`src/sv/dss_pkg.sv`:
```
`timescale 1ns / 1ps
package dss_pkg;

  localparam int MAX_POINTS = 64;
  localparam int MIN_POINTS = 3;
  localparam int PT_W       = $clog2(MAX_POINTS);

  localparam int CMD_W  = 2;
  localparam int IDX_W  = 6;
  localparam int DATA_W = 32;
  localparam int GP_W   = 7;
  localparam int Q24_W  = 24;
  localparam int FRAC_W = 24;

  localparam int CFG_IDX_W  = 2;
  localparam int CFG_DATA_W = 24;

  // Register indexes of the configuration port
  localparam logic [CFG_IDX_W-1:0] CFG_GRID_POINTS = 2'd0;
  localparam logic [CFG_IDX_W-1:0] CFG_COUPLING    = 2'd1;
  localparam logic [CFG_IDX_W-1:0] CFG_SOURCE_STEP = 2'd2;
  localparam logic [CFG_IDX_W-1:0] CFG_TOLERANCE   = 2'd3;

  localparam logic [GP_W-1:0]  RST_GRID_POINTS = 7'd64;
  localparam logic [Q24_W-1:0] RST_COUPLING    = 24'd8388608;
  localparam logic [Q24_W-1:0] RST_SOURCE_STEP = 24'd16384;
  localparam logic [Q24_W-1:0] RST_TOLERANCE   = 24'd17;

  // Commands
  localparam logic [CMD_W-1:0] CMD_ADVANCE = 2'd0;
  localparam logic [CMD_W-1:0] CMD_READ    = 2'd1;
  localparam logic [CMD_W-1:0] CMD_CLEAR   = 2'd2;
  localparam logic [CMD_W-1:0] CMD_STATUS  = 2'd3;

  // Datapath widths: laplacian, its split halves, partial products, full product
  localparam int LAP_W  = DATA_W + 2;
  localparam int LO_W   = 17;
  localparam int HI_W   = LAP_W - LO_W;
  localparam int PPL_W  = LO_W + Q24_W;
  localparam int PPH_W  = HI_W + Q24_W + 1;
  localparam int PROD_W = LAP_W + Q24_W + 1;
  localparam int TERM_W = PROD_W - FRAC_W;
  localparam int SAT_W  = 40;

  localparam logic signed [SAT_W-1:0] S32_MAX = 40'sh007FFFFFFF;
  localparam logic signed [SAT_W-1:0] S32_MIN = 40'shFF80000000;

  // Microprogram addresses
  localparam int UPC_W = 3;
  localparam logic [UPC_W-1:0] U_IDLE      = 3'd0;
  localparam logic [UPC_W-1:0] U_ADV_RUN   = 3'd1;
  localparam logic [UPC_W-1:0] U_ADV_DRAIN = 3'd2;
  localparam logic [UPC_W-1:0] U_ADV_TRIM  = 3'd3;
  localparam logic [UPC_W-1:0] U_CLEAR     = 3'd4;
  localparam logic [UPC_W-1:0] U_RESP      = 3'd5;
  localparam logic [UPC_W-1:0] U_LOAD      = 3'd6;

  typedef enum logic [2:0] {
    JMP_GOTO,
    JMP_DISPATCH,
    JMP_STAY_NOT_LAST,
    JMP_STAY_BUSY,
    JMP_STAY_BLOCKED
  } jmp_e;

  typedef struct packed {
    logic             in_ready;
    logic             init;
    logic             sweep_rd;
    logic             resp_rd;
    logic             out_load;
    logic             clr_all;
    logic             trim;
    jmp_e             jmp;
    logic [UPC_W-1:0] target;
  } ctrl_t;

  typedef struct packed {
    logic cnt_last;
    logic pipe_busy;
    logic out_blocked;
  } stat_t;

  typedef struct packed {
    logic [GP_W-1:0]  grid_points;
    logic [Q24_W-1:0] coupling;
    logic [Q24_W-1:0] source_step;
    logic [Q24_W-1:0] tolerance;
  } cfg_t;

  // Control store
  function automatic ctrl_t ucode_rom(logic [UPC_W-1:0] addr);
    ctrl_t cw;
    cw = '0;
    cw.jmp = JMP_GOTO;
    cw.target = U_IDLE;
    case (addr)
      U_IDLE: begin
        cw.in_ready = 1'b1;
        cw.init     = 1'b1;
        cw.jmp      = JMP_DISPATCH;
      end
      U_ADV_RUN: begin
        cw.sweep_rd = 1'b1;
        cw.jmp      = JMP_STAY_NOT_LAST;
        cw.target   = U_ADV_DRAIN;
      end
      U_ADV_DRAIN: begin
        cw.jmp    = JMP_STAY_BUSY;
        cw.target = U_ADV_TRIM;
      end
      U_ADV_TRIM: begin
        cw.trim   = 1'b1;
        cw.target = U_RESP;
      end
      U_CLEAR: begin
        cw.clr_all = 1'b1;
        cw.target  = U_RESP;
      end
      U_RESP: begin
        cw.resp_rd = 1'b1;
        cw.target  = U_LOAD;
      end
      U_LOAD: begin
        cw.out_load = 1'b1;
        cw.jmp      = JMP_STAY_BLOCKED;
        cw.target   = U_IDLE;
      end
      default: begin
        cw.target = U_IDLE;
      end
    endcase
    return cw;
  endfunction

  function automatic logic signed [DATA_W-1:0] sat32(logic signed [SAT_W-1:0] v);
    logic signed [DATA_W-1:0] r;
    if (v > S32_MAX) begin
      r = S32_MAX[DATA_W-1:0];
    end else if (v < S32_MIN) begin
      r = S32_MIN[DATA_W-1:0];
    end else begin
      r = v[DATA_W-1:0];
    end
    return r;
  endfunction

endpackage

```
`src/sv/dss_useq.sv`:
```
`timescale 1ns / 1ps
module dss_useq (
  input  logic                         clk_i,
  input  logic                         rst_ni,
  input  logic                         in_valid_i,
  input  logic [dss_pkg::CMD_W-1:0]    cmd_i,
  input  dss_pkg::stat_t               stat_i,
  output dss_pkg::ctrl_t               ctrl_o,
  output logic                         in_ready_o
);
  import dss_pkg::*;

  logic [UPC_W-1:0] upc_q, upc_d;
  ctrl_t            cw;

  assign cw         = ucode_rom(upc_q);
  assign ctrl_o     = cw;
  assign in_ready_o = cw.in_ready;

  always_comb begin
    upc_d = upc_q;
    case (cw.jmp)
      JMP_GOTO: upc_d = cw.target;
      JMP_DISPATCH: begin
        if (in_valid_i) begin
          case (cmd_i)
            CMD_ADVANCE: upc_d = U_ADV_RUN;
            CMD_CLEAR:   upc_d = U_CLEAR;
            default:     upc_d = U_RESP;
          endcase
        end
      end
      JMP_STAY_NOT_LAST: upc_d = stat_i.cnt_last ? cw.target : upc_q;
      JMP_STAY_BUSY:     upc_d = stat_i.pipe_busy ? upc_q : cw.target;
      JMP_STAY_BLOCKED:  upc_d = stat_i.out_blocked ? upc_q : cw.target;
      default:           upc_d = U_IDLE;
    endcase
  end

  always_ff @(posedge clk_i or negedge rst_ni) begin
    if (!rst_ni) begin
      upc_q <= U_IDLE;
    end else begin
      upc_q <= upc_d;
    end
  end

endmodule

```
`config.mk`:
```
export PLATFORM = sky130hd
export DESIGN_NAME = dss_useq
export DESIGN_NICKNAME = d
export VERILOG_FILES = /design/src/sv/dss_pkg.sv /design/src/sv/dss_useq.sv
export SDC_FILE = /design/constraint.sdc
export NUM_CORES = 1
export LEC_CHECK = 0
export BUFFER_PORTS_ARGS = -buffer_cell sky130_fd_sc_hd__buf_2
export CAP_MARGIN = 5
export CORE_AREA = 4 4 41 43
export CTS_BUF_LIST = sky130_fd_sc_hd__clkbuf_2
export CTS_CLUSTER_DIAMETER = 40
export DETAILED_ROUTE_END_ITERATION = 10
export DIE_AREA = 0 0 45 47
export GPL_TIMING_DRIVEN = 0
export SLEW_MARGIN = 20
export SYNTH_ARGS = -nofsm -noshare
export SYNTH_HDL_FRONTEND = slang
export SYNTH_SLANG_ARGS = --single-unit
```
`constraint.sdc`:
```
create_clock -name clk_i -period 1.21 [get_ports clk_i]
set_input_delay 0.242 -clock clk_i [delete_from_list [all_inputs] [get_ports clk_i]]
set_output_delay 0.242 -clock clk_i [all_outputs]
set_load 0.05 [all_outputs]
```
### Word-level counts from Yosys, hierarchy flattened

Cells that the tools add are included.

| word-level totals | value |
|---|---|
| register bits after elaboration | 3 |
| bits of input ports | 8 |
| logic and storage cells | 35 |

| cells by class | value |
|---|---|
| equality and inequality tests | 15 |
| muxes and demuxes | 14 |
| reductions and logical operators | 5 |

Operators with widths:

| cell | number |
|---|---|
| $pmux 3 s4 | 2 |
| $pmux 3 s5 | 1 |
| $eq 3x2->1 const B | 4 |
| $eq 3x3->1 const B | 4 |
| $mux 3 | 4 |
| $ne 2x2->1 const B | 4 |
| $eq 3x1->1 const B | 2 |
| $logic_not 3->1 | 2 |
| $pmux 3 s2 | 1 |
| $mux 1 | 5 |
| $reduce_and 4->1 | 1 |
| $eq 2x2->1 const B | 1 |
| $logic_not 2->1 | 1 |
| $mux 2 | 1 |
| $reduce_or 2->1 | 1 |

### Logic depth before layout (Yosys ltp)

| depth | value |
|---|---|
| depth in word-level cells | 5 |
| mapped depth | 4 |
| gate-level depth less buffers | 3 |

### Least setup slack after synthesis

No wires, ideal clock.

| timing path | value |
|---|---|
| kind | register -> output |
| start point | register upc_q[1] |
| end point | output port ctrl_o[11] (netlist bit) |
| data arrival time | 2.077 ns |
| required time | 0.968 ns |
| slack | -1.109 ns |
| cell stages (with the launch flop) | 4 |
| path through | dfrtp_1 -> buf_6 -> nor3_1 -> buf_4 |

RTL lines:

| item | RTL line | source |
|---|---|---|
| from (decl) | dss_useq.sv:13 | `logic [UPC_W-1:0] upc_q, upc_d;` |
| from (signal assigned) | dss_useq.sv:44 | `upc_q <= upc_d;` |
| to (decl) | dss_useq.sv:8 | `output dss_pkg::ctrl_t ctrl_o,` |

==> flow_metrics.py <==
metrics = {
    "logic_synthesis": {
        "synthFlopType": "dfrtp_1",
        "seq_area_frac_synth_pct": 24.1,
        "syn_inst": 40,
        "synth_top_area_cell": "dfrtp_1",
        "synth_most_common_cell": "nor2_1",
        "syn_nets": 48,
        "synth_top_area_share_pct": 24.1,
        "yosysWarnings": 0,
        "synth_area_per_cell_sq_um": 7.79,
        "synth.area.top_cells": "dfrtp_1 24%, nor2_1 8.4%, nand2b_1 8.0%",
        "ys_seq_elements": 3,
        "synth_cell_types": 23,
        "synthTopCellsByCount": "7 x nor2_1, 4 x nand2b_1, 3 x dfrtp_1, 3 x inv_1",
        "synth-edff-count": 0,
        "synth_area_sq_um": 312,
        "synth-async-reset-ratio_pct": 100,
    },
    "placement": {
        "pre_cts_ws_ns": -0.317,
        "gp_congestion": 0.730,
        "hpwl_um": 660,
        "port_buffers": 21,
    },
    "status": {
        "violations": "setup timing",
        "outcome": "complete, but fails checks",
    },
    "die": {
        "core_sq_um": 1300,
        "chipHeight_um": 47,
        "dieArea_sq_um": 2120,
        "die_w_um": 45,
        "top_level_ports": 22,
        "row_count": 13,
        "initial_core_util_pct": 23.9,
    },
    "clocking": {
        "cts_tree": "yes",
        "cts_root_buf": "clkbuf_2",
        "cts_buffer_depth": 2,
        "clkSinkCount": 3,
        "cts_buffers": 3,
        "insertion_delay_ns": 0.20,
        "h-tree-depth": 1,
        "cts.reportedPaths.clkPinSlew_ns": 0.05,
    },
    "final_layout": {
        "final_nets": 88,
        "regMostFlops": "upc_q",
        "final_core_utilization_pct": 62.2,
        "largest_register_ffs": 3,
        "fill_cells": 107,
        "insertedDiodeCount": 0,
        "reg_top3": "upc_q (3)",
        "drive_above_1_share_pct": 79.7,
        "syn_to_final_growth_pct": 160,
    },
    "worst_setup_path": {
        "cpMaxStageDelayCell": "dfrtp_1",
        "cp_data_arrival_time_ns": 1.31,
        "critPathKind": "flip-flop to primary output",
        "crit_chain": "buf_6 -> and3_4 -> or2_4 -> buf_6",
        "required_ns": 0.97,
        "path_common_cell": "buf_6",
        "start_kind": "flip-flop",
        "crit_fanout": 7,
        "r2r_start": "upc_q[0]$_DFFE_PN0P_",
        "crit_path_end_kind": "primary output",
        "crit_start": "upc_q[0]$_DFFE_PN0P_",
        "cpPeakStageDelay_ns": 0.42,
    },
    "hold_path": {
        "min_from": "stat_i[0]",
        "hp-class": "input pin to flip-flop",
    },
    "timing": {
        "hold_slack_ns": 0.318,
        "fin_skew_ns": 0.000979,
        "fmax_mhz": 642,
        "fin_crit_ns": 1.56,
        "hold_viol": 0,
        "relSlewSlack_pct": 84.4,
        "rsz0062_at_grt": "yes",
        "setup_ws_ns": -0.347,
        "setup_tns_ns": -3.83,
        "tightest_slew_ns": 0.234,
        "fin_crit_sh_pct": 129,
        "finalSetupViolCount": 16,
        "slew_viol_final": 0,
    },
    "drt": {
        "vias": 431,
        "routed_wirelength_um": 1090,
        "drt_pass1_iterations": 4,
        "postRouteAntennaNets": 0,
        "drt_iter0_markers": 1,
        "drc": 0,
        "wl_per_cell_um": 11.6,
        "vias_per_cell": 4.59,
    },
    "global_routing": {
        "antenna_found_initial": 0,
        "grt_pass1_wl_um": 1810,
        "overflow": 0,
        "grt_pass1_vias": 421,
        "grt_max_degree": 8,
        "grtUsageTotal_pct": 11.7,
    },
    "run": {
        "maxCapViolations": 0,
    },
}
## final cells by class
| class | instances | area (sq um) | area share (%) |
|---|---|---|---|
| Clock buffer | 4 | 20.0 | 2.47 |
| Inverter | 5 | 35.0 | 4.33 |
| Sequential cell | 3 | 75.1 | 9.27 |
| Multi-Input combinational cell | 27 | 278 | 34.3 |
| Tap cell | 15 | 18.8 | 2.32 |
| Timing Repair Buffer | 35 | 327 | 40.3 |
| Buffer | 5 | 56.3 | 6.96 |
## path summary, 6_finish.rpt
check	end	slack, ns	cells past startpoint
setup / recovery	ctrl_o[1]	-0.35	4
hold / removal	upc_q[1]$_DFFE_PN0P_	0.32	3
setup reg to reg	upc_q[2]$_DFFE_PN0P_	-0.13	5
hold reg to reg	upc_q[1]$_DFFE_PN0P_	0.64	2
max in group asynchronous	upc_q[1]$_DFFE_PN0P_	0.74	2
min in group asynchronous	upc_q[2]$_DFFE_PN0P_	0.37	2
## metrics by stage
step                      area [sq um]  cells
after floorplan                    394     40
after global placement             518     76
after detailed placement           518     76
after CTS                          743     91
after global routing               810     94
final                              810     94
## metal layers
layer	part of all wire [%]	wire length (um)	up-vias	track usage, %
met5	0	0	-	0
met4	2.1	23	0	5.26
met3	7.2	78	6	1.53
met2	52	565	24	22.3
met1	39	422	192	12.7
li1	-	-	209	-
## cells by family (layout without fill, tap and decap cells)
family / Yosys count / in the layout / share of synthesized area [%]
AO/OA/AOI/OAI: 9 / 9 / 22.5
buffers and inverters: 10 / 49 / 19.7
flip-flops: 3 / 3 / 24.1
AND/OR/NAND/NOR: 18 / 18 / 33.7
## cells in the final DEF (no fill, tap or decap), types with 2 or more instances in the layout
| master | Yosys | layout |
|---|---|---|
| buf_4 | 2 | 11 |
| nor2_1 | 7 | 4 |
| buf_8 | 0 | 5 |
| clkbuf_2 | 0 | 4 |
| inv_1 | 3 | 2 |
| nand2b_1 | 4 | 2 |
| nand2b_4 | 1 | 3 |
| buf_6 | 2 | 16 |
| nor2_4 | 0 | 3 |
| buf_2 | 1 | 7 |
| dfrtp_1 | 3 | 3 |
## critical path, delay by kind of cell (launching register included)
kind / cells / cell delay (ns)
buffers and inverters: 2 / 0.31
flip-flops: 1 / 0.42
AND/OR/NAND/NOR: 2 / 0.39
## repair_timing
item,CTS,global route
gates resized for setup,38,9
cloned,0,0
hold endpoints to repair,3,0
setup endpoints to repair,14,16
setup buffers,10,3
pin swaps,4,7
hold buffers,1,0
Power is left out: the tool's default activity adds up to more than one toggle a clock period on the data nets, which glitch-free logic cannot reach.
